`config.mk`:
```
export PLATFORM = sky130hd
export DESIGN_NAME = delimiter_packet_framer
export DESIGN_NICKNAME = d
export VERILOG_FILES = /design/src/dpf_pkg.sv /design/src/delimiter_packet_framer.sv
export SDC_FILE = /design/constraint.sdc
export NUM_CORES = 1
export LEC_CHECK = 0
export ABC_CLOCK_PERIOD_IN_PS = 3000
export BUFFER_PORTS_ARGS = -buffer_cell sky130_fd_sc_hd__buf_2
export CORE_MARGIN = 2
export CORE_UTILIZATION = 55
export DETAILED_ROUTE_END_ITERATION = 8
export PLACE_DENSITY = 0.78
export SLEW_MARGIN = 30
export SYNTH_ARGS = -nofsm -noshare
export SYNTH_HDL_FRONTEND = slang
export SYNTH_SLANG_ARGS = --single-unit
```
`constraint.sdc`:
```
create_clock -name clock -period 3 [get_ports clock]
set_input_delay 0.45 -clock clock [delete_from_list [all_inputs] [get_ports clock]]
set_output_delay 0.45 -clock clock [all_outputs]
set_load 0.01 [all_outputs]
```
`src/dpf_pkg.sv`:
```
// Shared constants, register codes and a helper of the delimiter packet framer.
package dpf_pkg;

   localparam int BOUNDARY_MAX_BYTES = 8;
   localparam int HIST_BYTES         = BOUNDARY_MAX_BYTES - 1;
   localparam int HIST_W             = 8 * HIST_BYTES;
   localparam int PATTERN_W          = 8 * BOUNDARY_MAX_BYTES;
   localparam int LEN_CFG_W          = 4;
   localparam int CSR_INDEX_W        = 2;
   localparam int LENGTH_OUT_W       = 15;

   typedef logic [CSR_INDEX_W-1:0] csr_index_type;

   localparam csr_index_type CSR_PATTERN = 2'd0;
   localparam csr_index_type CSR_LENGTH  = 2'd1;

   typedef logic [LEN_CFG_W-1:0] len_type;

   localparam len_type LEN_MIN = 4'd1;
   localparam len_type LEN_MAX = 4'd8;

   // Clamps the programmed boundary length into the range one to eight.
   function automatic len_type effective_length(input len_type raw);
      len_type n;
      n = raw;
      if (raw < LEN_MIN) begin
         n = LEN_MIN;
      end else if (raw > LEN_MAX) begin
         n = LEN_MAX;
      end
      return n;
   endfunction

endpackage

```
`src/delimiter_packet_framer.sv`:
```
// Top level of the delimiter packet framer: byte matching, length count and result register.
//
//   Channel   Direction   Ports
//   request   in          req_valid, req_stall, req_rx_byte
//   result    out         rsp_valid, rsp_stall, rsp_out_byte, rsp_packet_end,
//                         rsp_packet_length, rsp_length_overflow
//   config    in          csr_write_enable, csr_index, csr_write_data
//
// The history and count update at acceptance, and the
// result appears in the output register on the following cycle.
// One request is accepted in every cycle while the result side does not stall.
// A stalled result holds in the output register; the request side stalls only while
// that register is full and stalled.
// Synchronous reset clears the history, the count, the output valid and the registers
// to a single line-feed boundary byte.
module delimiter_packet_framer #(
   parameter int MAX_PACKET_LEN = 16384
) (
   input  logic                                      clock,
   input  logic                                      reset,
   input  logic                                      req_valid,
   output logic                                      req_stall,
   input  logic [7:0]                                req_rx_byte,
   output logic                                      rsp_valid,
   input  logic                                      rsp_stall,
   output logic [7:0]                                rsp_out_byte,
   output logic                                      rsp_packet_end,
   output logic [dpf_pkg::LENGTH_OUT_W-1:0]          rsp_packet_length,
   output logic                                      rsp_length_overflow,
   input  logic                                      csr_write_enable,
   input  dpf_pkg::csr_index_type                    csr_index,
   input  logic [dpf_pkg::PATTERN_W-1:0]             csr_write_data
);

   localparam int CNT_W = $clog2(MAX_PACKET_LEN + 1);
   localparam logic [CNT_W-1:0] CNT_LIMIT = CNT_W'(MAX_PACKET_LEN);

   logic [dpf_pkg::PATTERN_W-1:0] pattern_ff;
   dpf_pkg::len_type              length_ff;
   logic [dpf_pkg::HIST_W-1:0]    hist_ff, hist_in;
   logic [CNT_W-1:0]              count_ff, count_in;

   logic                          rsp_valid_ff, rsp_valid_in;
   logic [7:0]                    rsp_byte_ff;
   logic                          rsp_end_ff;
   logic [CNT_W-1:0]              rsp_count_ff;
   logic                          rsp_full_ff;

   logic                          req_take;
   logic                          rsp_take;
   dpf_pkg::len_type              len_eff;
   logic [dpf_pkg::PATTERN_W-1:0] window;
   logic [CNT_W-1:0]              count_next;
   logic                          full;
   logic [dpf_pkg::BOUNDARY_MAX_BYTES-1:0] byte_hit;
   logic                          match;
   logic [CNT_W+dpf_pkg::LENGTH_OUT_W-1:0] length_wide;

   assign req_stall = rsp_valid_ff && rsp_stall;
   assign req_take  = req_valid && !req_stall;
   assign rsp_take  = rsp_valid_ff && !rsp_stall;

   assign len_eff    = dpf_pkg::effective_length(length_ff);
   assign window     = {hist_ff, req_rx_byte};
   assign count_next = (count_ff < CNT_LIMIT) ? count_ff + CNT_W'(1) : count_ff;
   assign full       = (count_next >= CNT_LIMIT);

   always_comb begin
      for (int k = 0; k < dpf_pkg::BOUNDARY_MAX_BYTES; k++) begin
         byte_hit[k] = (window[8*k +: 8] == pattern_ff[8*k +: 8]) ||
                       (k >= int'(len_eff));
      end
   end

   assign match = (&byte_hit) &&
                  (count_next >= {{(CNT_W-dpf_pkg::LEN_CFG_W){1'b0}}, len_eff});

   always_comb begin
      hist_in  = hist_ff;
      count_in = count_ff;
      if (req_take) begin
         if (match) begin
            hist_in  = '0;
            count_in = '0;
         end else begin
            hist_in  = window[dpf_pkg::HIST_W-1:0];
            count_in = count_next;
         end
      end
   end

   always_comb begin
      rsp_valid_in = rsp_valid_ff;
      if (req_take) begin
         rsp_valid_in = 1'b1;
      end else if (rsp_take) begin
         rsp_valid_in = 1'b0;
      end
   end

   always_ff @(posedge clock) begin
      if (reset) begin
         pattern_ff   <= dpf_pkg::PATTERN_W'(10);
         length_ff    <= dpf_pkg::LEN_MIN;
         hist_ff      <= '0;
         count_ff     <= '0;
         rsp_valid_ff <= 1'b0;
      end else begin
         hist_ff      <= hist_in;
         count_ff     <= count_in;
         rsp_valid_ff <= rsp_valid_in;
         if (csr_write_enable) begin
            case (csr_index)
               dpf_pkg::CSR_PATTERN: pattern_ff <= csr_write_data;
               dpf_pkg::CSR_LENGTH:  length_ff  <= csr_write_data[dpf_pkg::LEN_CFG_W-1:0];
               default: ;
            endcase
         end
      end
   end

   always_ff @(posedge clock) begin
      if (req_take) begin
         rsp_byte_ff  <= req_rx_byte;
         rsp_end_ff   <= match;
         rsp_count_ff <= count_next;
         rsp_full_ff  <= full;
      end
   end

   assign length_wide = {{dpf_pkg::LENGTH_OUT_W{1'b0}}, rsp_count_ff};

   assign rsp_valid           = rsp_valid_ff;
   assign rsp_out_byte        = rsp_byte_ff;
   assign rsp_packet_end      = rsp_end_ff;
   assign rsp_packet_length   = length_wide[dpf_pkg::LENGTH_OUT_W-1:0];
   assign rsp_length_overflow = rsp_full_ff;

endmodule

```
Word-level counts from Yosys, hierarchy flattened
Index checks and enable logic that the tools add are counted.

cells by class
  $add $sub $neg = 1
  multipliers = 0
  divide/modulo/power cells = 0
  magnitude comparators = 13
  equal/unequal tests = 9
  shift operators = 0
  multiplexer cells = 7
  bitwise logic cells = 0
  reduce and logical (&&, ||, !) cells = 19

operators with widths
  kind                                                                  count
  8-bit == test                                                         8
  56-bit 2-to-1 mux                                                     1
  15-bit 2-to-1 mux                                                     2
  3-bit by 4-bit >= comparator with 1-bit output, first input constant  4
  15-bit by 1-bit adder with 15-bit output, second input constant       1
  15-bit >= comparator, second input constant                           1
  15-bit by 4-bit >= comparator with 1-bit output                       1
  15-bit < comparator, second input constant                            1
  1-bit by 4-bit >= comparator with 1-bit output, first input constant  2
  2-bit by 4-bit >= comparator with 1-bit output, first input constant  2
  1-bit logical OR                                                      8
  4-bit 2-to-1 mux                                                      2
  8-bit AND reduction                                                   1
  4-bit > comparator, second input constant                             1
  1-bit logical AND                                                     4
  4-bit by 1-bit < comparator with 1-bit output, second input constant  1
  2-bit AND reduction                                                   2
  2-bit by 1-bit == test with 1-bit output, second input constant       1
  1-bit logical NOT                                                     2
  2-bit logical NOT                                                     1
  1-bit 2-to-1 mux                                                      2
  2-bit nonzero test                                                    1

storage, ports and cells
  register bits after elaboration = 165
  latch bits = 0
  bits in writable memories = 0
  memory bits (read-only) = 0
  input port bits = 79
  output and inout bits = 27
  logic and storage cells = 58
  memories = 0

Depth between registers and ports, before layout
  depth after elaboration = 8
  gate-level depth with buffers = 13
  mapped depth without buffers = 11

Worst setup path before layout
Ideal clock, no wire load.

  path kind = flip-flop to flip-flop
  start = reg count_ff[14]
  end = reg count_ff[13]
  library setup time = 0.060 ns
  data arrival time = 2.723 ns
  data required time = 2.940 ns
  slack = 0.217 ns
  stages on the path, launching flop included = 12
  path buffers = 3
  clock period less this slack = 2.783 ns
  path through = dfxtp_1 > clkbuf_1 > mux2_2 > ha_1 > o21ai_0 > a21oi_1 > or4_4 > nor3_4 > o21ba_1 > buf_6 > buf_8 > a22o_1

between the ends
  word-level cells in the longest chain between the ends = 5
  elaborated cells between the ends (all ways) = 6
  those cells by class = add/sub: 1; order compare: 2; mux: 2; reduce/logical: 1

RTL lines
  what                                             line                            RTL
  from (decl)                                      delimiter_packet_framer.sv:41   logic [CNT_W-1:0] count_ff, count_in;
  from (signal assigned)                           delimiter_packet_framer.sv:110  count_ff <= count_in;
  15-bit < comparator                              delimiter_packet_framer.sv:65   assign count_next = (count_ff < CNT_LIMIT) ? count_ff + CNT_W'(1) : count_ff;
  15-bit 2-to-1 mux                                delimiter_packet_framer.sv:65
  named net count_next[1]                          delimiter_packet_framer.sv:53   logic [CNT_W-1:0] count_next;
  15-bit by 4-bit >= comparator with 1-bit output  delimiter_packet_framer.sv:76   (count_next >= {{(CNT_W-dpf_pkg::LEN_CFG_W){1'b0}}, len_eff});
  1-bit logical AND                                delimiter_packet_framer.sv:75   assign match = (&byte_hit) &&
  15-bit 2-to-1 mux                                delimiter_packet_framer.sv:82   if (match) begin

The timed path passes the listed nets, and every way through them passes these cells.
A chain may end at the register's enable or synchronous reset.

Final worst setup path
  start = reg count_ff[0]
  end = reg count_ff[2]

between the ends
  word-level cells in the longest chain between the ends = 5
  elaborated cells between the ends (all ways) = 6
  those cells by class = add/sub: 1; order compare: 2; mux: 2; reduce/logical: 1

RTL lines
  what                                                                             line                           RTL
  15-bit by 1-bit adder with 15-bit output or 15-bit < comparator (tied branches)  delimiter_packet_framer.sv:65
  15-bit 2-to-1 mux *                                                              delimiter_packet_framer.sv:65
  named net count_next[1]                                                          delimiter_packet_framer.sv:53
  15-bit by 4-bit >= comparator with 1-bit output *                                delimiter_packet_framer.sv:76
  1-bit logical AND *                                                              delimiter_packet_framer.sv:75
  named net match                                                                  delimiter_packet_framer.sv:56  logic match;
  15-bit 2-to-1 mux *                                                              delimiter_packet_framer.sv:82

The timed path passes the listed nets; every way through them passes the cells marked *.

==> results.toml <==
[clocking]
cts_hold_buf = 0
cts_tree = "yes"
path_clk_slew_ps = 60
cts_sinks = 165
cts_buffer_depth = 2
cts-root-buf = "clkbuf_16"
cts-buffers-inserted = 17
cts_max_level = 4
post_cts_buffers = 0
clock_latency_ps = 420

[floorplan]
rows = 40
start_util_pct = 56.3
core_sq_mm = 0.0120
top_level_ports = 106
die_h_um = 115
die-area_sq_mm = 0.0132
die_x_um = 115

[grt]
grt_pass1_vias = 4959
grt_pass1_wl_um = 24600
grt_overflow = 0
grtUsageTotal_pct = 23.9
grt_max_degree = 65
antenna_found_initial = 0

[detailed_routing]
avgViaCountPerCell = 5.58
wirelength_um = 15000
drcViolationCount = 0
wire_per_inst_um = 15.9
via_count = 5262
ant_nets = 0
drtIter0Drc = 276
dr.pass1.iters = 7

[worst_setup_path]
arrival_ps = 3180
path_buf_inv = 0
cp_top_family = "simple AND/OR/NAND/NOR gates"
startpoint_type = "flip-flop"
max_stage_delay_ps = 550
crit_required_ps = 3300
crit_slowest_cell = "or4_4"
worstPathCellList = "ha_2 > mux2_2 > ha_1 > o21ai_0 > a21oi_1 > or4_4 > nor3_4 > nor2_1 > o41ai_1"
worst-path-max-fanout = 5
path_class = "flip-flop to flip-flop"
endpoint_kind = "flip-flop"

[cells_and_area]
drive_above_1_share_pct = 20.6
syn2layout_area_growth_pct = 18.3
diodes = 0
fin_util_pct = 66.6
nNetsFinal = 868
instances_no_fill = 943

[pwr]
power.leakage_uw = 0.00354
clkPwrFrac_pct = 43.0
ir_drop_uv = 388
p_sw_uw = 1150
p_int_uw = 3830
power_frac_seq_pct = 48.0
p_sw_share_pct = 23.1
pwr-share-comb_pct = 8.9
power.density_mw_per_mm2 = 623

[timing]
layout_min_cycle_time_ps = 2880
maxSlewHeadroom_pct = 51.0
timing.fmax_mhz = 348
hold_viol = 0
skew_ps = 7.89
setup_tns_ps = 0
grt_setup_unrepaired = "no"
finalSetupViolations = 0
final_max_slew_viol_count = 0
period_share_pct = 95.9
worstMarginPinSlew_ps = 735

[place]
io_buffers = 105
place.gp.congestion = 0.866
dp_hpwl_um = 10500
placed_cells = 912

[synth]
syn_nets = 776
synth.most_common_cell = "nand2_1"
synth-edff-count = 25
yosys.area.top_type = "dfxtp_1"
async_flop_share_pct = 0
synth-main-ff-cell = "dfxtp_1"
yosysTopAreaCellShare_pct = 41.4
ys_seq_area_share_pct = 52.5
netlist_top_cells_area = "dfxtp_1, edfxtp_1, xor2_1"
synth_commonest_cells = "nand2_1, dfxtp_1, xor2_1"
synth_cells = 692
synth_cell_types = 48
syn_area_sq_mm = 0.00676
yosys_warnings = 0
ys_ff_latch = 165
synth.avg_cell_area_sq_um = 9.77

[worst_hold_path]
worstHoldPathType = "input port to flip-flop"

[outcome]
status = "finished, final reports clean"

[flow_run]
maxCapViolations = 0
-- layout make-up --
cell class,instances,area [sq um]
clock buffer,23,489
clock inverter,8,95.1
fill,940,4010
inverter,8,30.0
multi-input combinational,474,2980
sequential,165,3560
tap,147,184
timing repair buffer,118,661
-- cells in the final DEF (no fill, tap or decap), types with 6 or more instances in the layout --
cell type,count
a21oi_1,67
a22o_1,62
buf_2,105
buf_4,10
clkbuf_16,18
dfxtp_1,138
edfxtp_1,25
inv_1,8
nand2_1,142
nand3_1,6
nor2_1,18
nor3_1,11
nor4_1,19
o21ai_0,8
xor2_1,76
-- power by group through the flow --
stage	Combinational (uW)	Clock (uW)	Sequential (uW)
after CTS	434	2170	2390
after global placement	409	0	2430
final	444	2140	2390
after global routing	489	2270	2400
after floorplan	291	0	2420
after detailed placement	429	0	2440
-- sequential cells by signal, summed over array words and instances (netlist names) --
signal and flops:
count_ff 15, hist_ff 56, length_ff 4, pattern_ff 64, rsp_length_overflow 1, rsp_out_byte 8
rsp_packet_end 1, rsp_packet_length 15, rsp_valid 1
-- metrics by stage --
step	hold slack [ps]	instance area (sq um)	worst slack (ps)	power, uW
after floorplan	448	6760	217	2710
after global placement	456	7370	183	2840
after detailed placement	458	7370	31.2	2860
after CTS	239	7960	8.56	4990
after global routing	241	8000	14.0	5160
final	249	8000	122	4980
-- final timing paths --
kind,depth (start not counted),slack [ps],start,to
worst max-delay path,9,120,count_ff[0],count_ff[2]
worst min register to register,2,470,pattern_ff[23],pattern_ff[23]
worst max register to register,9,120,count_ff[0],count_ff[2]
worst min-delay path,1,250,req_rx_byte[2],rsp_out_byte[2]
-- routing by layer --
| layer | up-vias | GRT usage (%) | routed length (um) |
|---|---|---|---|
| li1 | 2600 | - | - |
| met1 | 2492 | 31.0 | 6620 |
| met2 | 151 | 38.8 | 7350 |
| met3 | 19 | 5.69 | 842 |
| met4 | 0 | 9.16 | 224 |
| met5 | - | 0 | 0 |
-- worst reg2reg max path: stages (launching register included) --
cell	delay, ps
dfxtp_2	390
ha_2	290
mux2_2	300
ha_1	300
o21ai_0	70
a21oi_1	90
or4_4	550
nor3_4	250
nor2_1	120
o41ai_1	390
-- cell families after synthesis --
kind of cell             count (synthesis)  share of synthesized area (%)
AO/OA/AOI/OAI                          155                           15.7
XOR/XNOR                                83                           10.7
adder cells (fa/ha/maj)                  5                          0.925
buffers and inverters                   53                           4.16
flip-flops                             165                           52.5
multiplexers                             4                          0.610
AND/OR/NAND/NOR                        227                           15.3
-- repair_timing --
item                                    4_1_cts  5_1_grt
gates cloned                                  0        0
gates resized for setup                       1        9
endpoints found under the setup margin        1       68
(Power assumes the default switching activity.)
